## src/design/euclid_gcd_core_assert.svh

```systemverilog
// assertion macros for the gcd core
// used by euclid_gcd_core; expects clk and arst_n in scope
`ifndef EUCLID_GCD_CORE_ASSERT_SVH
`define EUCLID_GCD_CORE_ASSERT_SVH
`ifndef SYNTH
`define EGCD_ASSERT(label, prop, msg) \
	label: assert property (@(posedge clk) disable iff (!arst_n) prop) else $error(msg);
`define EGCD_ASSERT_NEVER(label, expr, msg) \
	label: assert property (@(posedge clk) disable iff (!arst_n) !(expr)) else $error(msg);
`else
`define EGCD_ASSERT(label, prop, msg)
`define EGCD_ASSERT_NEVER(label, expr, msg)
`endif
`endif

```

## src/design/egcd_pkg.sv

```systemverilog
// shared types for the gcd core
// control and status groups between sequencer and datapath
package egcd_pkg;

	typedef struct packed {
		logic load;
		logic step;
		logic finish;
	} egcd_cmd_t;

	typedef struct packed {
		logic done;
	} egcd_stat_t;

endpackage

```

## src/design/egcd_datapath.sv

```systemverilog
// operand registers and the shared subtract/shift unit of the gcd core
// depends on egcd_pkg
module egcd_datapath
	import egcd_pkg::*;
#(
	parameter int DATA_WIDTH = 32
) (
	input  logic                         clk,
	input  logic signed [DATA_WIDTH-1:0] first_value,
	input  logic signed [DATA_WIDTH-1:0] second_value,
	input  egcd_cmd_t                    cmd,
	output egcd_stat_t                   stat,
	output logic        [DATA_WIDTH-1:0] result
);

	localparam int KW = (DATA_WIDTH > 1) ? $clog2(DATA_WIDTH) : 1;

	logic [DATA_WIDTH-1:0] u_q;
	logic [DATA_WIDTH-1:0] v_q;
	logic [KW-1:0]         k_q;
	logic [DATA_WIDTH-1:0] a_raw;
	logic [DATA_WIDTH-1:0] b_raw;
	logic [DATA_WIDTH-1:0] a_mag;
	logic [DATA_WIDTH-1:0] b_mag;
	logic [DATA_WIDTH:0]   diff;
	logic [DATA_WIDTH-1:0] diff_neg;

	assign a_raw = first_value;
	assign b_raw = second_value;
	assign a_mag = a_raw[DATA_WIDTH-1] ? (~a_raw + 1'b1) : a_raw;
	assign b_mag = b_raw[DATA_WIDTH-1] ? (~b_raw + 1'b1) : b_raw;

	// shared subtractor, borrow picks which operand is replaced
	assign diff     = {1'b0, u_q} - {1'b0, v_q};
	assign diff_neg = ~diff[DATA_WIDTH-1:0] + 1'b1;

	assign stat.done = (u_q == '0) || (v_q == '0);
	assign result    = (u_q | v_q) << k_q;

	always_ff @(posedge clk) begin
		if (cmd.load) begin
			u_q <= a_mag;
			v_q <= b_mag;
			k_q <= '0;
		end else if (cmd.step) begin
			priority if (!u_q[0] && !v_q[0]) begin
				u_q <= u_q >> 1;
				v_q <= v_q >> 1;
				k_q <= k_q + 1'b1;
			end else if (!u_q[0]) begin
				u_q <= u_q >> 1;
			end else if (!v_q[0]) begin
				v_q <= v_q >> 1;
			end else if (diff[DATA_WIDTH]) begin
				v_q <= diff_neg;
			end else begin
				u_q <= diff[DATA_WIDTH-1:0];
			end
		end
	end

endmodule

```

## src/design/egcd_ctrl.sv

```systemverilog
// sequencer of the gcd core: load, iterate, hand off to the result register
// depends on egcd_pkg
module egcd_ctrl
	import egcd_pkg::*;
(
	input  logic       clk,
	input  logic       arst_n,
	input  logic       op_valid,
	output logic       op_ready,
	input  logic       slot_free,
	input  egcd_stat_t stat,
	output egcd_cmd_t  cmd
);

	typedef enum logic [1:0] {
		ST_IDLE = 2'b01,
		ST_RUN  = 2'b10
	} egcd_state_t;

	egcd_state_t state_q;
	egcd_state_t state_d;

	assign op_ready = (state_q == ST_IDLE);

	always_comb begin
		state_d    = state_q;
		cmd.load   = 1'b0;
		cmd.step   = 1'b0;
		cmd.finish = 1'b0;
		unique case (state_q)
			ST_IDLE: begin
				if (op_valid) begin
					cmd.load = 1'b1;
					state_d  = ST_RUN;
				end
			end
			ST_RUN: begin
				if (!stat.done) begin
					cmd.step = 1'b1;
				end else if (slot_free) begin
					cmd.finish = 1'b1;
					state_d    = ST_IDLE;
				end
			end
			default: begin
				state_d = ST_IDLE;
			end
		endcase
	end

	always_ff @(posedge clk or negedge arst_n) begin
		if (!arst_n) begin
			state_q <= ST_IDLE;
		end else begin
			state_q <= state_d;
		end
	end

endmodule

```

## src/design/euclid_gcd_core.sv

```systemverilog
// top level of the gcd core: sequencer, datapath and result register
// depends on egcd_pkg, egcd_ctrl, egcd_datapath and euclid_gcd_core_assert.svh
//
// Returns gcd(|first_value|, |second_value|) for two signed operands, with the
// most negative value taken as magnitude 2^(DATA_WIDTH-1) and gcd(0, 0) = 0.
// One item is worked at a time with a binary gcd loop on a single shared
// subtract/shift unit: each cycle either halves even operands or subtracts the
// smaller odd one from the larger, so the time an item takes is set by the
// operand bit patterns and is shortest when an operand is zero.
// The operand port is not ready while an item is in the loop. The result sits
// in an output register, so the next item can be taken while it waits.
`include "euclid_gcd_core_assert.svh"
module euclid_gcd_core
	import egcd_pkg::*;
#(
	parameter int DATA_WIDTH = 32
) (
	input  logic                         clk,
	input  logic                         arst_n,
	input  logic                         op_valid,
	output logic                         op_ready,
	input  logic signed [DATA_WIDTH-1:0] first_value,
	input  logic signed [DATA_WIDTH-1:0] second_value,
	output logic                         res_valid,
	input  logic                         res_ready,
	output logic        [DATA_WIDTH-1:0] divisor
);

	egcd_cmd_t             cmd;
	egcd_stat_t            stat;
	logic [DATA_WIDTH-1:0] result;
	logic [DATA_WIDTH-1:0] divisor_q;
	logic                  res_valid_q;
	logic                  slot_free;

	assign slot_free = !res_valid_q || res_ready;

	egcd_ctrl u_ctrl (
		.clk       (clk),
		.arst_n    (arst_n),
		.op_valid  (op_valid),
		.op_ready  (op_ready),
		.slot_free (slot_free),
		.stat      (stat),
		.cmd       (cmd)
	);

	egcd_datapath #(
		.DATA_WIDTH (DATA_WIDTH)
	) u_datapath (
		.clk          (clk),
		.first_value  (first_value),
		.second_value (second_value),
		.cmd          (cmd),
		.stat         (stat),
		.result       (result)
	);

	always_ff @(posedge clk or negedge arst_n) begin
		if (!arst_n) begin
			res_valid_q <= 1'b0;
		end else if (cmd.finish) begin
			res_valid_q <= 1'b1;
		end else if (res_ready) begin
			res_valid_q <= 1'b0;
		end
	end

	always_ff @(posedge clk) begin
		if (cmd.finish) begin
			divisor_q <= result;
		end
	end

	assign res_valid = res_valid_q;
	assign divisor   = divisor_q;

	// busy after an operand transfer
	`EGCD_ASSERT(a_busy_after_load, (op_valid && op_ready) |=> !op_ready, "ready after load")
	// a result only enters a free output register
	`EGCD_ASSERT_NEVER(a_no_overwrite, cmd.finish && res_valid_q && !res_ready, "result lost")
	// gcd of magnitudes never exceeds half the range
	`EGCD_ASSERT_NEVER(a_range, res_valid_q && divisor_q[DATA_WIDTH-1] && (divisor_q[DATA_WIDTH-2:0] != '0), "divisor out of range")

endmodule
```

## config.mk

```make
export PLATFORM = sky130hd
export DESIGN_NAME = euclid_gcd_core
export DESIGN_NICKNAME = d
export VERILOG_FILES = /design/src/design/egcd_pkg.sv /design/src/design/egcd_datapath.sv /design/src/design/egcd_ctrl.sv /design/src/design/euclid_gcd_core.sv
export VERILOG_INCLUDE_DIRS = /design/src /design/src/design
export SDC_FILE = /design/constraint.sdc
export NUM_CORES = 1
export LEC_CHECK = 0
export BUFFER_PORTS_ARGS = -buffer_cell sky130_fd_sc_hd__buf_2
export CAP_MARGIN = 0
export CORE_UTILIZATION = 57
export DETAILED_ROUTE_END_ITERATION = 10
export GPL_TIMING_DRIVEN = 0
export HOLD_SLACK_MARGIN = 0.03
export PLACE_DENSITY = 0.77
export SETUP_SLACK_MARGIN = 0.05
export SLEW_MARGIN = 5
export SYNTH_ARGS = -nofsm -noshare
export SYNTH_HDL_FRONTEND = slang
export SYNTH_SLANG_ARGS = --single-unit
```

## constraint.sdc

```tcl
create_clock -name clk -period 6.3 [get_ports clk]
set_clock_uncertainty 0.1 [all_clocks]
set_input_delay 0.315 -clock clk [delete_from_list [all_inputs] [get_ports clk]]
set_output_delay 0.315 -clock clk [all_outputs]
set_load 0.02 [all_outputs]
```

==> run_results.csv <==
group,metric,value,unit
detailed_routing,totalWireLength,32300,µm
setup_path,crit_path_end_kind,"flip-flop",
hold_path,min_from,"res_ready",
synth,ys_ff_latch,104,
global_route,grt_pass1_vias,9754,
timing,finalSetupViolations,0,
clocking,cts_max_level,3,
floorplanning,rows,49,
placement,dp.final_hpwl,26100,µm
cells_and_area,diodes,0,
global_route,grt-ovfl-total,0,
synth,netlist_area,10500,µm²
clocking,cts.sinks,104,
floorplanning,core-area,18000,µm²
synth,synth_area_per_cell,8.56,µm²
global_route,grt_max_degree,33,
clocking,cts_inserted_buffers,9,
cells_and_area,finalNetCount,1483,
cells_and_area,postLayoutCellArea,11700,µm²
cells_and_area,area_delta_synth_final,10.8,%
placement,gp_congestion,0.991,
timing,finalMaxSlewViolations,0,
detailed_routing,wl_per_cell,20.4,µm
floorplanning,die_h,138,µm
timing,rsz0062_at_grt,"no",
clocking,clk_latency,0.37,ns
setup_path,start_kind,"flip-flop",
timing,hold_viol,0,
synth,synth_commonest_cells,"inv_1 (110), nor2_1 (104), a21oi_1 (96), edfxtp_1 (96), nand2_1 (77)",
timing,clock.fmax,0.191,GHz
cells_and_area,fill_cells,1599,
setup_path,crit_path_cell_trace,"inv_1 -> ha_1 -> clkbuf_1 -> nor4_1 -> nand3_1 -> a311oi_1 -> nor3_1 -> nor3b_1 -> o31ai_1 -> a21oi_1 -> or2_1 -> buf_2 -> buf_4 -> nor2_1 -> o31ai_4 -> buf_8",
synth,synth_flop_cell,"edfxtp_1",
cells_and_area,drive_gt1_frac,0.135,
setup_path,rr_startpoint,"u_datapath.v_q[15]$_DFFE_PP_",
global_route,antenna_found_initial,0,
synth,async_flop_share,0.0288,
floorplanning,initial_core_util,0.585,
clocking,cts_root_buffer,"clkbuf_16",
hold_path,min_path_type,"input port to flip-flop",
synth,synth_cell_types,72,
cells_and_area,multiInputGateArea,6790,µm²
synth,ys_seq_area_frac,0.290,
floorplanning,dieWidth,138,µm
clocking,postCtsSetupRepairBufs,0,
clocking,clk_pin_slew,0.08,ns
hold_path,holdPathStages,3,
synth,synth_edf_count,96,
cells_and_area,seq_area,3060,µm²
clocking,clk_path_buf_depth,2,
setup_path,cp-startpoint,"u_datapath.v_q[15]$_DFFE_PP_",
synth,synth_most_common_cell,"inv_1",
floorplanning,dieArea,19000,µm²
setup_path,cp_max_fo,18,
synth,synthCells,1231,
cells_and_area,finalCoreUtilization,0.648,
outcome,status,"finished clean",
synth,yosysWarnings,0,
detailed_routing,via_count,10300,
synth,syn_nets,1369,
clocking,cts_tree,"done",
timing,relSlewSlack,0.164,
setup_path,critPathRequiredTime,6.26,ns
synth,yosysTopAreaCellShare,0.274,
global_route,grt_pass1_wl,50600,µm
floorplanning,io_pins,102,
placement,port_buffers,101,
synth,yosys.area.top_type,"edfxtp_1",
synth,synthTopCellsByArea,"edfxtp_1 (27%), ha_1 (8.2%), xor2_1 (6.0%)",
detailed_routing,viasPerCell,6.50,
detailed_routing,drt_iter0_markers,1064,
setup_path,slowest_delay,0.79,ns
detailed_routing,dr.pass1.iters,6,
timing,setup_tns,0,ns
placement,place_area,11400,µm²
detailed_routing,drc,0,
setup_path,reg2regPathDepth,16,
run,drv_cap,0,
setup_path,cp.arrival,5.21,ns
timing,tightestPinTransition,1.25,ns
timing,post-route-period-util,0.832,
setup_path,worstSetupPathType,"flip-flop to flip-flop",
detailed_routing,drtAntennaViolNets,0,
timing,period_minus_slack,5.24,ns
global_route,globalRouteTotalUtil,0.351,
setup_path,crit_path_top_delay_cell,"nor4_1",
## logic make-up (layout without fill, tap and decap cells)
family,count (synthesis),after routing,synth area share
adders and majority gates,70,70,0.0838
DFF,104,104,0.290
AOI/OAI and AO/OA,312,312,0.198
xor gates and xnor gates,111,111,0.0923
muxes,60,60,0.0755
buffers and inverters,182,301,0.0671
and+or+nand+nor,392,392,0.193
## final timing paths
path,end,slack (ns)
setup / recovery,u_datapath.u_q[26]$_DFFE_PP_,1.06
hold / removal,res_valid$_DFFE_PN0P_,0.15
setup reg to reg,u_datapath.u_q[26]$_DFFE_PP_,1.06
hold reg to reg,res_valid$_DFFE_PN0P_,0.42
max in group asynchronous,u_ctrl.state_q[0]$_DFFE_PN1P_,5.75
min in group asynchronous,u_ctrl.state_q[1]$_DFFE_PN0P_,0.16
## sequential cells by signal, indices dropped and copies added (netlist names)
register	flops
u_ctrl.state_q	2
res_valid	1
u_datapath.k_q	5
u_datapath.v_q	32
u_datapath.u_q	32
divisor	32
## stage by stage
stage	hold slack, ns	setup WS, ns	std cells
floorplan	-0.0806	0.652	1231
global placement	0.0112	-1.52	1561
detailed placement	0.0141	1.18	1562
CTS	0.148	1.13	1579
global route	0.179	0.772	1579
finish	0.145	1.06	1579
## cell type report
type	instances	area share
multi-input cells	945	0.582
flip-flops and latches	104	0.262
repair buffers	103	0.0454
inverters	111	0.0357
plain buffers	71	0.0249
well taps	229	0.0245
clock buffers	12	0.0211
clock inverters	4	0.00461
## repair_timing
| action | 4_1_cts | 5_1_grt |
|---|---|---|
| resized for setup | 0 | 0 |
| hold endpoints to repair | 3 | 0 |
| hold buffers | 1 | 0 |
## cell usage in the layout (no fill, tap or decap), types with 30 or more instances in the layout
| cell | count |
|---|---|
| xnor2_1 | 39 |
| nor2_1 | 103 |
| nand3_1 | 30 |
| a221oi_1 | 30 |
| clkbuf_1 | 56 |
| o21ai_0 | 45 |
| ha_1 | 69 |
| inv_1 | 110 |
| nand2_1 | 77 |
| edfxtp_1 | 96 |
| mux2i_1 | 30 |
| buf_2 | 107 |
| nor4_1 | 39 |
| xor2_1 | 72 |
| a21oi_1 | 96 |
## per-layer routing
metal  vias up  wire (µm)  track usage
met5         -          0            0
met4         0       1370        0.176
met3        91       2800       0.0471
met2       587      15200        0.586
met1      4799      12900        0.442
li1       4792          -            -
## critical path, delay by kind of cell (launching register included)
family | cells | cell delay [ns]
AOI/OAI and AO/OA | 4 | 1.39
adders and majority gates | 1 | 0.25
buffers and inverters | 5 | 1.00
DFF | 1 | 0.45
and+or+nand+nor | 6 | 1.73
Power is left out: the tool's default activity adds up to more than one toggle a clock period on the data nets, which glitch-free logic cannot reach.
